`config.mk`:
```
export PLATFORM = sky130hd
export DESIGN_NAME = gwsm_queue
export DESIGN_NICKNAME = d
export VERILOG_FILES = /design/src/rtl/gwsm_pkg.sv /design/src/rtl/gwsm_queue.sv
export SDC_FILE = /design/constraint.sdc
export NUM_CORES = 1
export LEC_CHECK = 0
export ABC_AREA = 1
export BUFFER_PORTS_ARGS = -buffer_cell sky130_fd_sc_hd__buf_2
export CAP_MARGIN = 5
export CORE_MARGIN = 3
export CORE_UTILIZATION = 40
export CTS_CLUSTER_DIAMETER = 80
export DETAILED_ROUTE_END_ITERATION = 7
export GPL_TIMING_DRIVEN = 0
export PLACE_DENSITY = 0.62
export SETUP_SLACK_MARGIN = 0.02
export SLEW_MARGIN = 20
export SYNTH_ARGS = -nofsm -noshare
export SYNTH_HDL_FRONTEND = slang
export SYNTH_SLANG_ARGS = --single-unit
```
`constraint.sdc`:
```
create_clock -name clock -period 12.6 [get_ports clock]
set_input_delay 0.63 -clock clock [delete_from_list [all_inputs] [get_ports clock]]
set_output_delay 0.63 -clock clock [all_outputs]
set_load 0.005 [all_outputs]
```
`src/rtl/gwsm_pkg.sv`:
```
// shared types, constants and helpers for the gauge wave speed block
package gwsm_pkg;

   localparam int WORD_BITS  = 32;
   localparam int FRAC_BITS  = 24;
   localparam int KAPPA_BITS = WORD_BITS - 1;
   localparam int Q_DEPTH    = 2;
   localparam int Q_PTR_BITS = $clog2(Q_DEPTH);
   localparam int Q_CNT_BITS = Q_PTR_BITS + 1;

   // register indexes of the configuration port
   localparam logic [1:0] CSR_DATA_MODE   = 2'd0;
   localparam logic [1:0] CSR_SHOCK_AVOID = 2'd1;
   localparam logic [1:0] CSR_KAPPA       = 2'd2;

   // data modes
   localparam logic [1:0] MODE_2D = 2'd0;
   localparam logic [1:0] MODE_3D = 2'd1;

   // axis codes of the speed loop
   localparam logic [1:0] AX_X = 2'd0;
   localparam logic [1:0] AX_Z = 2'd1;
   localparam logic [1:0] AX_Y = 2'd2;

   typedef struct packed {
      logic signed [WORD_BITS-1:0] metric_xx;
      logic signed [WORD_BITS-1:0] metric_xy;
      logic signed [WORD_BITS-1:0] metric_xz;
      logic signed [WORD_BITS-1:0] metric_yy;
      logic signed [WORD_BITS-1:0] metric_yz;
      logic signed [WORD_BITS-1:0] metric_zz;
      logic signed [WORD_BITS-1:0] lapse;
      logic                        last_point;
   } req_type;

   typedef struct packed {
      logic [WORD_BITS-1:0] speed_x;
      logic [WORD_BITS-1:0] speed_y;
      logic [WORD_BITS-1:0] speed_z;
      logic                 speeds_valid;
      logic                 det_zero;
      logic [WORD_BITS-1:0] wave_speed;
      logic                 wave_speed_valid;
   } rsp_type;

   typedef struct packed {
      logic three_d;
      logic speed_on;
      logic last;
      logic wave_ok;
   } class_type;

   typedef struct packed {
      req_type   item;
      class_type cls;
   } entry_type;

   typedef struct packed {
      logic full;
      logic empty;
   } qstat_type;

   typedef enum logic [3:0] {
      ST_IDLE,
      ST_PROD,
      ST_COF,
      ST_DET,
      ST_DETF,
      ST_MUL,
      ST_DIVS,
      ST_DIV,
      ST_SQRT,
      ST_NEXT,
      ST_FIN
   } back_state_type;

   function automatic logic [31:0] mag32(input logic signed [31:0] v);
      logic [31:0] r;
      r = v[31] ? 32'(-v) : 32'(v);
      return r;
   endfunction

   function automatic logic [63:0] mag65(input logic signed [64:0] v);
      logic [64:0] r;
      r = v[64] ? 65'(-v) : 65'(v);
      return r[63:0];
   endfunction

   function automatic logic signed [31:0] pick32(input logic [1:0] s,
                                                  input logic signed [31:0] a,
                                                  input logic signed [31:0] b,
                                                  input logic signed [31:0] c);
      logic signed [31:0] r;
      case (s)
         2'd0: r = a;
         2'd1: r = b;
         default: r = c;
      endcase
      return r;
   endfunction

   function automatic logic signed [64:0] pick65(input logic [1:0] s,
                                                  input logic signed [64:0] a,
                                                  input logic signed [64:0] b,
                                                  input logic signed [64:0] c);
      logic signed [64:0] r;
      case (s)
         2'd0: r = a;
         2'd1: r = b;
         default: r = c;
      endcase
      return r;
   endfunction

endpackage

```
`src/rtl/gwsm_queue.sv`:
```
// short fifo of classified words between front and back
module gwsm_queue import gwsm_pkg::*; (
   input  logic      clock,
   input  logic      reset,
   input  logic      push,
   input  entry_type push_entry,
   input  logic      pop,
   output entry_type head,
   output qstat_type stat
);

   entry_type             mem_ff [0:Q_DEPTH-1];
   logic [Q_PTR_BITS-1:0] wr_ptr_ff, wr_ptr_in;
   logic [Q_PTR_BITS-1:0] rd_ptr_ff, rd_ptr_in;
   logic [Q_CNT_BITS-1:0] count_ff, count_in;

   assign stat.full  = (count_ff == Q_CNT_BITS'(Q_DEPTH));
   assign stat.empty = (count_ff == '0);
   assign head       = mem_ff[rd_ptr_ff];

   always_comb begin
      wr_ptr_in = push ? wr_ptr_ff + 1'b1 : wr_ptr_ff;
      rd_ptr_in = pop ? rd_ptr_ff + 1'b1 : rd_ptr_ff;
      count_in  = count_ff;
      if (push && !pop) begin
         count_in = count_ff + 1'b1;
      end else if (pop && !push) begin
         count_in = count_ff - 1'b1;
      end
   end

   always_ff @(posedge clock) begin
      if (reset) begin
         wr_ptr_ff <= '0;
         rd_ptr_ff <= '0;
         count_ff  <= '0;
      end else begin
         wr_ptr_ff <= wr_ptr_in;
         rd_ptr_ff <= rd_ptr_in;
         count_ff  <= count_in;
      end
   end

   always_ff @(posedge clock) begin
      if (push) begin
         mem_ff[wr_ptr_ff] <= push_entry;
      end
   end

endmodule

```
==> results by group, run 1 <==
Layout
  – Multi-input logic area: about 0.0027 mm2
  – Most frequent cells in the layout: 464 x buf_2, 458 x edfxtp_1, 229 x mux2_2
  – Layout cell share with drive strength beyond 1: 0.610
  – FF/Latch Area: 0.0139 mm2
  – Leading cell type in the layout, fill and taps excluded: buf_2
  – Syn-to-layout area delta: 28.3%
  – Final layout net count: about 1500
  – Fin cells: around 1800
  – # fillers: ~3400

Worst setup path
  – Crit-path max cell delay: 0.43 ns
  – Startpoint types: flop
  – Setup crit end kind: primary output
  – Worst r2r path cells: 5
  – Worst R2R End: mem_ff[0][48]
  – Crit path DAT: about 2.0 ns
  – Worst-path cell chain: buf_6 > buf_6 > mux2_2 > buf_2
  – Worst Setup EP: head[47]
  – Slowest cell on the critical path: dfxtp_1
  – Worst Path Max Fanout: 10
  – Reg2reg start: wr_ptr_ff
  – Setup CP Type: flop to primary output
  – FF-to-FF setup slack: roughly 11 ns
  – Crit path top cell by count: buf_6
  – Worst endpoint required time: 11.97 ns

Placed design
  – Placer Congestion: 0.733
  – Placement Setup Slack: ~10 ns
  – Placed cells: roughly 1800
  – Buffers on Ports: 463
  – Hpwl dp: between 20000 and 30000 um

Power
  – Clk pwr share: 0.380
  – VDD IR max: 0.129 mV
  – Leak Pwr: 8.09 nW
  – Power density cells: between 150 and 200 mW/mm2
  – Combinational share of power: 0.101
  – Switching share of total power: 0.212
  – Design Power: 0.00347 W
  – Power share of the sequential group: 0.519
  – NetSw: about 0.00074 W
  – Int Power: between 0.002 and 0.003 W

Clock network
  – Clock latency on the worst-skew pair: between 0.5 and 0.6 ns
  – Post-CTS Hold Fix Bufs: 0
  – Clock Sinks: between 400 and 500
  – Clock Tree Buf Depth: 3
  – Root Driver: clkbuf_16
  – Number of gates resized after cts: 0
  – Post-CTS Setup Bufs: 0
  – H-tree depth: 2
  – Clk pin slew, worst setup/hold paths: 0.07 ns
  – Inserted Clock Buffers: between 40 and 50
  – TritonCTS clock tree: done

Detailed routing
  – Via count: 8819
  – DRC Markers: 0
  – First drt pass iteration count: 4
  – Initial DRC Count: ~460
  – Vias per cell: ~4.8
  – WL/cell: 20.4 um
  – Remaining antenna violation count: 0
  – DRT Wirelength: around 38000 um

STA
  – Final Critical Period: 2.60 ns
  – Max Slew Vio Count: 0
  – Final hold violation count: 0
  – Fmax: ~380 MHz
  – Worst-Margin Slew: about 0.67 ns
  – Period utilisation layout: 0.206
  – RSZ-0062 raised after global routing: no
  – Final setup viols: 0
  – Worst Slack Setup Final: around 10 ns
  – Clock Skew: between 0.015 and 0.02 ns
  – Worst hold margin: 0.258 ns
  – Max-slew headroom: 0.552

Floorplanning
  – Die W: around 210 um
  – Starting density of the core: 0.408
  – Die ar.: 0.0446 mm2
  – Top-Level Pins: between 400 and 500
  – Core ar.: 0.0412 mm2
  – Number of cell rows: between 70 and 80
  – Die height: roughly 210 um

Synthesis
  – Post-Syn Instances: approximately 750
  – Synth unique cells: 16
  – Post-synthesis sequential area ratio: 0.823
  – Netlist Area Pre-Place: roughly 0.017 mm2
  – Number of synthesis warnings: 0
  – Area contributors post-synth: edfxtp_1 82%, mux2_2 15%, buf_6 1.5%, dfxtp_1 0.59%, inv_1 0.20%
  – Syn Area/Cell: 22.6 um2
  – Seq cells post-synth: 463
  – Post-synth top area cell: edfxtp_1
  – Syn nets: about 1000
  – Synth top area share: 0.817

Global route
  – Remaining Overflow, GRT: 0
  – All-layer global routing usage: 0.163
  – Initial antenna violation count: 13
  – Vias in the first global route: between 9000 and 10000
  – First-pass GRT wire length: roughly 55000 um
  – Largest net degree at the start of global routing: 82

Run status
  – Status: completed

Hold path
  – Worst Hold Depth: 1
  – Hold Crit Class: input pin to flop

Flow run
  – Maxcap violations: 0
state kept, by name, summed over array words and instances (netlist names), named ones only:
signal     count
wr_ptr_ff      1
rd_ptr_ff      1
mem_ff       458
count_ff       2
cell type report:
class	count	area share
antenna	10	0.00116
buffer	25	0.0126
clock buffer	59	0.0585
clock inverter	25	0.00904
inverter	9	0.00191
multi-input combinational	248	0.124
sequential	463	0.641
tap	532	0.0308
timing repair buffer	475	0.121
Yosys cell counts:
cell type and number:
mux2_2 229, nor3_1 1, inv_1 9, buf_4 1
ha_1 1, buf_2 1, nor2_1 7, nand2_1 5
xnor2_1 1, dfxtp_1 5, edfxtp_1 458, nand4_1 1
o21ai_0 1, buf_6 23, a21oi_1 1, nand3_1 1
power by group through the flow:
stage / combinational (W) / sequential, W / clock (W)
floorplan: 0.000171 / 0.00185 / 0
global placement: 0.000338 / 0.00187 / 0
detailed placement: 0.000358 / 0.00183 / 0
CTS: 0.000360 / 0.00180 / 0.00136
global route: 0.000381 / 0.00181 / 0.00142
finish: 0.000350 / 0.00180 / 0.00132
cells by family (layout without fill, tap and decap cells):
| family | after synthesis | after routing | share of synthesized area |
|---|---|---|---|
| buffers and inverters | 34 | 593 | 0.0181 |
| adder cells (fa/ha/maj) | 1 | 1 | 0.000743 |
| multiplexers | 229 | 229 | 0.153 |
| AND/OR/NAND/NOR | 15 | 15 | 0.00364 |
| AO/OA/AOI/OAI | 2 | 2 | 0.000594 |
| XOR/XNOR | 1 | 1 | 0.000521 |
| other | 0 | 10 | 0 |
| flip-flops | 463 | 463 | 0.823 |
through the flow:
| step | setup TNS, ns | area, um2 | util |
|---|---|---|---|
| global route | 0 | 21600 | 0.524 |
| finish | 0 | 21600 | 0.524 |
| CTS | 0 | 21600 | 0.524 |
| global placement | -1090.29 | 19800 | 0.481 |
| detailed placement | 0 | 20100 | 0.488 |
| floorplan | 0 | 16800 | - |
layer usage:
metal,vias up,share of wire,track usage
li1,4045,-,-
met1,4368,0.37,0.183
met2,313,0.51,0.281
met3,83,0.091,0.0600
met4,10,0.035,0.0709
met5,-,0.0018,0
worst min path at each step:
stage / from / endpoint
2_1_floorplan: rd_ptr_ff / flop
3_3_place_gp: rd_ptr_ff / flop
3_5_place_dp: rd_ptr_ff / rd_ptr_ff
4_1_cts: push_entry[47] / mem_ff[0][47]
5_1_grt: push_entry[228] / mem_ff[1][228]
6_report: push_entry[47] / mem_ff[0][47]
critical path: cells and delay by family (launching register included):
| kind | cells | cell delay, ns |
|---|---|---|
| mux | 1 | 0.34 |
| buf+inv | 3 | 0.63 |
| flops | 1 | 0.43 |
Note: power is estimated with default switching activity, not from simulation.
==> inputs of run 2 (changes only) <==
Clock period 12.6 ns to 2.5 ns, I/O delays scaled along.
==> results by group, run 2 (same netlist as run 1, synthesis figures left out) <==
Run status
  – Status: completed (unchanged)

Worst setup path
  – Setup CP Type: flop to primary output (unchanged)
  – Crit path DAT: 1.98 ns (was 1.97 ns)
  – Startpoint types: flop (unchanged)
  – Reg2reg start: wr_ptr_ff (unchanged)
  – Crit-path max cell delay: 0.42 ns (was 0.43 ns)
  – Worst endpoint required time: 2.38 ns (was 11.97 ns)
  – Worst-path cell chain: buf_6 > buf_6 > mux2_2 > buf_2 (unchanged)
  – Worst Path Max Fanout: 10 (unchanged)
  – Crit path top cell by count: buf_6 (unchanged)
  – Worst R2R End: mem_ff[0][92] (was mem_ff[0][48])
  – Worst r2r path cells: 4 (was 5)
  – FF-to-FF setup slack: 0.56 ns (was 10.51 ns)
  – Worst Setup EP: head[112] (was head[47])
  – Setup crit end kind: primary output (unchanged)
  – Slowest cell on the critical path: dfxtp_1 (unchanged)

Global route
  – Remaining Overflow, GRT: 0 (unchanged)
  – All-layer global routing usage: 0.177 (was 0.163)
  – Largest net degree at the start of global routing: 32 (was 82)
  – First-pass GRT wire length: 60300 um (was 55300 um)
  – Initial antenna violation count: 3 (was 13)
  – Vias in the first global route: 10400 (was 9484)

Hold path
  – Hold Crit Class: input pin to flop (unchanged)

Placed design
  – Area post-placement: 0.0203 mm2 (was 0.0201 mm2)
  – Placer Congestion: 0.732 (was 0.733)
  – Placement Setup Slack: 0.531 ns (was 10.03 ns)
  – Hpwl dp: 27000 um (was 26500 um)
  – Buffers on Ports: 463 (unchanged)

Detailed routing
  – Remaining antenna violation count: 0 (unchanged)
  – DRT Wirelength: 40300 um (was 37700 um)
  – First drt pass iteration count: 4 (unchanged)
  – Vias per cell: 4.66 (was 4.78)
  – Via count: 9690 (was 8819)
  – DRC Markers: 0 (unchanged)
  – Initial DRC Count: 500 (was 462)
  – WL/cell: 19.4 um (was 20.4 um)

Clock network
  – TritonCTS clock tree: done (unchanged)
  – Clock Tree Buf Depth: 3 (unchanged)
  – Post-CTS Hold Fix Bufs: 233 (was 0)
  – Clock latency on the worst-skew pair: 0.56 ns (about the same)
  – Number of gates resized after cts: 0 (unchanged)
  – Inserted Clock Buffers: 48 (was 47)
  – Root Driver: clkbuf_16 (unchanged)
  – Clock Sinks: 463 (unchanged)
  – Post-CTS Setup Bufs: 0 (unchanged)
  – Clk pin slew, worst setup/hold paths: 0.06 ns (was 0.07 ns)
  – H-tree depth: 2 (unchanged)

Power
  – Leak Pwr: 9.17 nW (was 8.09 nW)
  – Design Power: 0.0181 W (was 0.00347 W)
  – VDD IR max: 0.600 mV (was 0.129 mV)
  – Power density cells: 748 mW/mm2 (was 161 mW/mm2)

Layout
  – Fin area: 0.0241 mm2 (was 0.0216 mm2)
  – Most frequent cells in the layout: 464 x buf_2, 458 x edfxtp_1, 233 x dlygate4sd3_1 (was 464 x buf_2, 458 x edfxtp_1, 229 x mux2_2)
  – Registers with the most flip-flops: mem_ff: 458 flops, count_ff: 2 flops (unchanged)
  – Final layout net count: 1745 (was 1503)
  – Syn-to-layout area delta: 43.4% (was 28.3%)
  – Largest register FFs: 458 (unchanged)
  – Leading cell type in the layout, fill and taps excluded: buf_2 (unchanged)
  – # fillers: 3106 (was 3407)
  – Layout cell share with drive strength beyond 1: 0.522 (was 0.610)
  – Largest register by flop count: mem_ff (unchanged)

Floorplanning
  – Top-Level Pins: 464 (unchanged)
  – Die W: 211 um (unchanged)
  – Starting density of the core: 0.408 (unchanged)
  – Core ar.: 0.0412 mm2 (unchanged)
  – Die ar.: 0.0446 mm2 (unchanged)
  – Number of cell rows: 74 (unchanged)
  – Die height: 211 um (unchanged)

STA
  – Final Critical Period: roughly 2.1 ns
  – Worst-Margin Slew: 0.752 ns (was 0.671 ns)
  – Worst Slack Setup Final: 0.390 ns (was 10.00 ns)
  – Final setup viols: 0 (unchanged)
  – Clock Skew: 0.0164 ns (was 0.0182 ns)
  – Fmax: about 470 MHz
  – RSZ-0062 raised after global routing: no (unchanged)
  – Period utilisation layout: 0.844
  – Max Slew Vio Count: 0 (unchanged)
  – Final hold violation count: 0 (unchanged)
  – Max-slew headroom: 0.498 (was 0.552)

Flow run
  – Maxcap violations: 0 (unchanged)
==> run 2: power by group <==
group	total, W	internal (W)	switching, W
clock network	0.00686	0.00399	0.00287
registers	0.00908	0.00899	0.0000867
logic	0.00213	0.00117	0.000958
total	0.0181	0.0142	0.00392
==> run 2: area by class of cell <==
type	count	area (um2)	share of cell area
Antenna cell	2	5.00	0.000207
Multi-Input combinational cell	248	2680	0.111
Inverter	9	37.5	0.00155
Timing Repair Buffer	716	5120	0.212
Clock inverter	31	259	0.0107
Clock buffer	55	1250	0.0517
Buffer	25	272	0.0112
Sequential cell	463	13900	0.574
Tap cell	532	666	0.0276
==> run 2: worst max-delay path, delay by kind of cell (launching register included) <==
family	cells	cell delay [ns]
buffers and inverters	3	0.61
flip-flops	1	0.42
multiplexers	1	0.37
==> run 2: metal layers <==
layer / part of all wire / track usage / vias to the layer above
met1: 0.37 / 0.200 / 4755
met5: 0.00032 / 0 / -
met4: 0.033 / 0.0702 / 2
met3: 0.077 / 0.0560 / 86
li1: - / - / 4518
met2: 0.52 / 0.313 / 329
==> run 2: through the flow <==
step / util / hold WS [ns] / TNS (ns) / std cells
after floorplan: - / 0.197 / -764.10 / 745
after global placement: 0.481 / 0.313 / -1775.15 / 1740
after detailed placement: 0.493 / 0.316 / 0 / 1760
after CTS: 0.586 / 0.231 / 0 / 2079
after global routing: 0.586 / 0.265 / 0 / 2080
final: 0.586 / 0.282 / 0 / 2081
==> run 2: worst min path at each step <==
stage                                end  slack, ns       startpoint  cells after the start
final                     mem_ff[1][149]       0.28  push_entry[149]                      2
after global routing       mem_ff[0][62]       0.27   push_entry[62]                      2
after CTS                 mem_ff[0][121]       0.23  push_entry[121]                      2
after detailed placement  mem_ff[1][120]       0.32  push_entry[120]                      1
after global placement    mem_ff[0][119]       0.31  push_entry[119]                      1
after floorplan                wr_ptr_ff       0.20            reset                      1
==> inputs of run 3 (changes only) <==
Clock period 2.5 ns to 2 ns, I/O delays scaled along.
==> results by group, run 3 (same netlist as run 1, synthesis figures left out) <==
Placed design
  – Placer Congestion: 0.732 (unchanged)
  – Hpwl dp: 27000 um (unchanged)
  – Buffers on Ports: 463 (unchanged)
  – Placed cells: 1760 (unchanged)

Detailed routing
  – WL met1: 15300 um (was 15100 um)
  – Remaining antenna violation count: 0 (unchanged)
  – Met2 wire len: 21100 um (was 20800 um)
  – Met3 Wirelength: 3020 um (was 3090 um)
  – WL/cell: 19.5 um (was 19.4 um)
  – Top sig layer: met5 (unchanged)
  – DRT Wirelength: 40700 um (was 40300 um)
  – Initial DRC Count: 514 (was 500)
  – Vias per cell: 4.65 (was 4.66)
  – First drt pass iteration count: 4 (unchanged)
  – Via count: 9702 (was 9690)
  – DRC Markers: 0 (unchanged)

Power
  – Power density cells: 931 mW/mm2 (was 748 mW/mm2)
  – Leak Pwr: 9.30 nW (was 9.17 nW)
  – VDD IR max: 0.760 mV (was 0.600 mV)

Worst setup path
  – Slowest cell on the critical path: dfxtp_4 (was dfxtp_1)
  – Crit path DAT: 1.86 ns (was 1.98 ns)
  – Setup CP Type: flop to primary output (unchanged)
  – Worst endpoint required time: 1.90 ns (was 2.38 ns)
  – Worst Path Max Fanout: 10 (unchanged)
  – Worst-path cell chain: buf_12 > buf_6 > mux2_2 > buf_2 (was buf_6 > buf_6 > mux2_2 > buf_2)
  – Setup crit end kind: primary output (unchanged)
  – Startpoint types: flop (unchanged)
  – Crit-path max cell delay: 0.42 ns (about the same)

STA
  – Final hold violation count: 0 (unchanged)
  – Worst-Margin Slew: 0.247 ns (was 0.752 ns)
  – RSZ-0062 raised after global routing: yes (was no)
  – Final setup viols: 0 (unchanged)
  – Final Critical Period: around 2.0 ns
  – Fmax: just over 500 MHz
  – Max-slew headroom: 0.835 (was 0.498)
  – Clock Skew: 0.0154 ns (was 0.0164 ns)
  – Worst hold margin: 0.258 ns (was 0.282 ns)
  – Max Slew Vio Count: 0 (unchanged)
  – Period utilisation layout: 0.978

Layout
  – Leading cell type in the layout, fill and taps excluded: edfxtp_1 (was buf_2)
  – Layout cell share with drive strength beyond 1: 0.524 (was 0.522)
  – # fillers: 3080 (was 3106)
  – Syn-to-layout area delta: 45.0% (was 43.4%)
  – Multi-input logic area: 0.00272 mm2 (was 0.00268 mm2)
  – FF/Latch Area: 0.0139 mm2 (about the same)
  – Largest register by flop count: mem_ff (unchanged)
  – Final layout net count: 1752 (was 1745)
  – Fin util: 0.592 (was 0.586)
  – Fin cells: 2088 (was 2081)
  – Most frequent cells in the layout: 458 x edfxtp_1, 457 x buf_2, 233 x dlygate4sd3_1 (was 464 x buf_2, 458 x edfxtp_1, 233 x dlygate4sd3_1)
  – Largest register FFs: 458 (unchanged)
  – Registers with the most flip-flops: mem_ff: 458 flops, count_ff: 2 flops (unchanged)

Global route
  – All-layer global routing usage: 0.178 (was 0.177)
  – Initial antenna violation count: 3 (unchanged)
  – Largest net degree at the start of global routing: 32 (unchanged)
  – First-pass GRT wire length: 60600 um (was 60300 um)
  – Remaining Overflow, GRT: 0 (unchanged)
  – Vias in the first global route: 10500 (was 10400)

Clock network
  – TritonCTS clock tree: done (unchanged)
  – H-tree depth: 2 (unchanged)
  – Inserted Clock Buffers: 48 (unchanged)
  – Clock Tree Buf Depth: 3 (unchanged)
  – Clock Sinks: 463 (unchanged)
  – Clk pin slew, worst setup/hold paths: 0.06 ns (about the same)
  – Root Driver: clkbuf_16 (unchanged)
  – Clock latency on the worst-skew pair: 0.56 ns (about the same)

Flow run
  – Maxcap violations: 0 (unchanged)

Floorplanning
  – Number of cell rows: 74 (unchanged)
  – Die height: 211 um (unchanged)
  – Starting density of the core: 0.408 (unchanged)
  – Core ar.: 0.0412 mm2 (unchanged)
  – Top-Level Pins: 464 (unchanged)
  – Die W: 211 um (unchanged)
  – Die ar.: 0.0446 mm2 (unchanged)

Run status
  – Status: completed (unchanged)

Hold path
  – Hold Crit Class: input pin to flop (unchanged)
-- run 3: changes by cell type in the layout (fill, tap and decap cells not counted), sizes merged --
cell | previous run | this run
clkbuf | 55 | 56
buf | 508 | 514
-- run 3: final timing paths --
path,startpoint,end,slack [ns],cells past startpoint
worst max-delay path,flop,head[51],0.04,4
worst min register to register,wr_ptr_ff,wr_ptr_ff,0.53,2
worst min-delay path,push_entry[223],mem_ff[1][223],0.26,2
worst max register to register,wr_ptr_ff,mem_ff[0][92],0.44,4
-- run 3: per-layer routing --
| layer | global-route usage | vias up |
|---|---|---|
| met1 | 0.201 | 4756 |
| met5 | 0 | - |
| met4 | 0.0695 | 2 |
| met2 | 0.316 | 323 |
| met3 | 0.0554 | 84 |
| li1 | - | 4537 |
-- run 3: timing repair --
item | in CTS | in global routing
gates cloned | 1 | 1
setup buffers | 0 | 5
pin swaps | 0 | 1
endpoints found under the setup margin | 212 | 195
hold buffers | 233 | 0
gates resized for setup | 28 | 16
endpoints found under the hold margin | 463 | 0
-- run 3: final cells by class --
cell class	count	share of cell area
clock inverters	31	0.0106
clock buffers	55	0.0512
diodes	2	0.000205
multi-input cells	248	0.111
plain buffers	25	0.0149
well taps	532	0.0273
inverters	9	0.00154
repair buffers	723	0.215
flip-flops and latches	463	0.568
-- run 3: stage by stage --
stage / setup TNS, ns / setup WS [ns] / power (W) / cell area [um2]
floorplan: -993.60 / -2.22 / 0.0127 / 16800
global placement: -2003.32 / -4.55 / 0.0138 / 19800
detailed placement: 0 / 0.0431 / 0.0139 / 20300
CTS: -0.698 / -0.0345 / 0.0229 / 24300
global route: -1.95 / -0.0496 / 0.0236 / 24400
finish: 0 / 0.0432 / 0.0227 / 24400
-- run 3: critical path, delay by kind of cell (launching register included) --
kind / cells / cell delay [ns]
muxes: 1 / 0.37
buffers and inverters: 3 / 0.48
DFF: 1 / 0.42
-- run 3: report_power, final --
part | internal (W) | total [W] | switching (W) | leakage, nW
clock | 0.00499 | 0.00858 | 0.00359 | 0.740
combinational | 0.00156 | 0.00278 | 0.00122 | 4.22
sequential | 0.0112 | 0.0114 | 0.000114 | 4.34
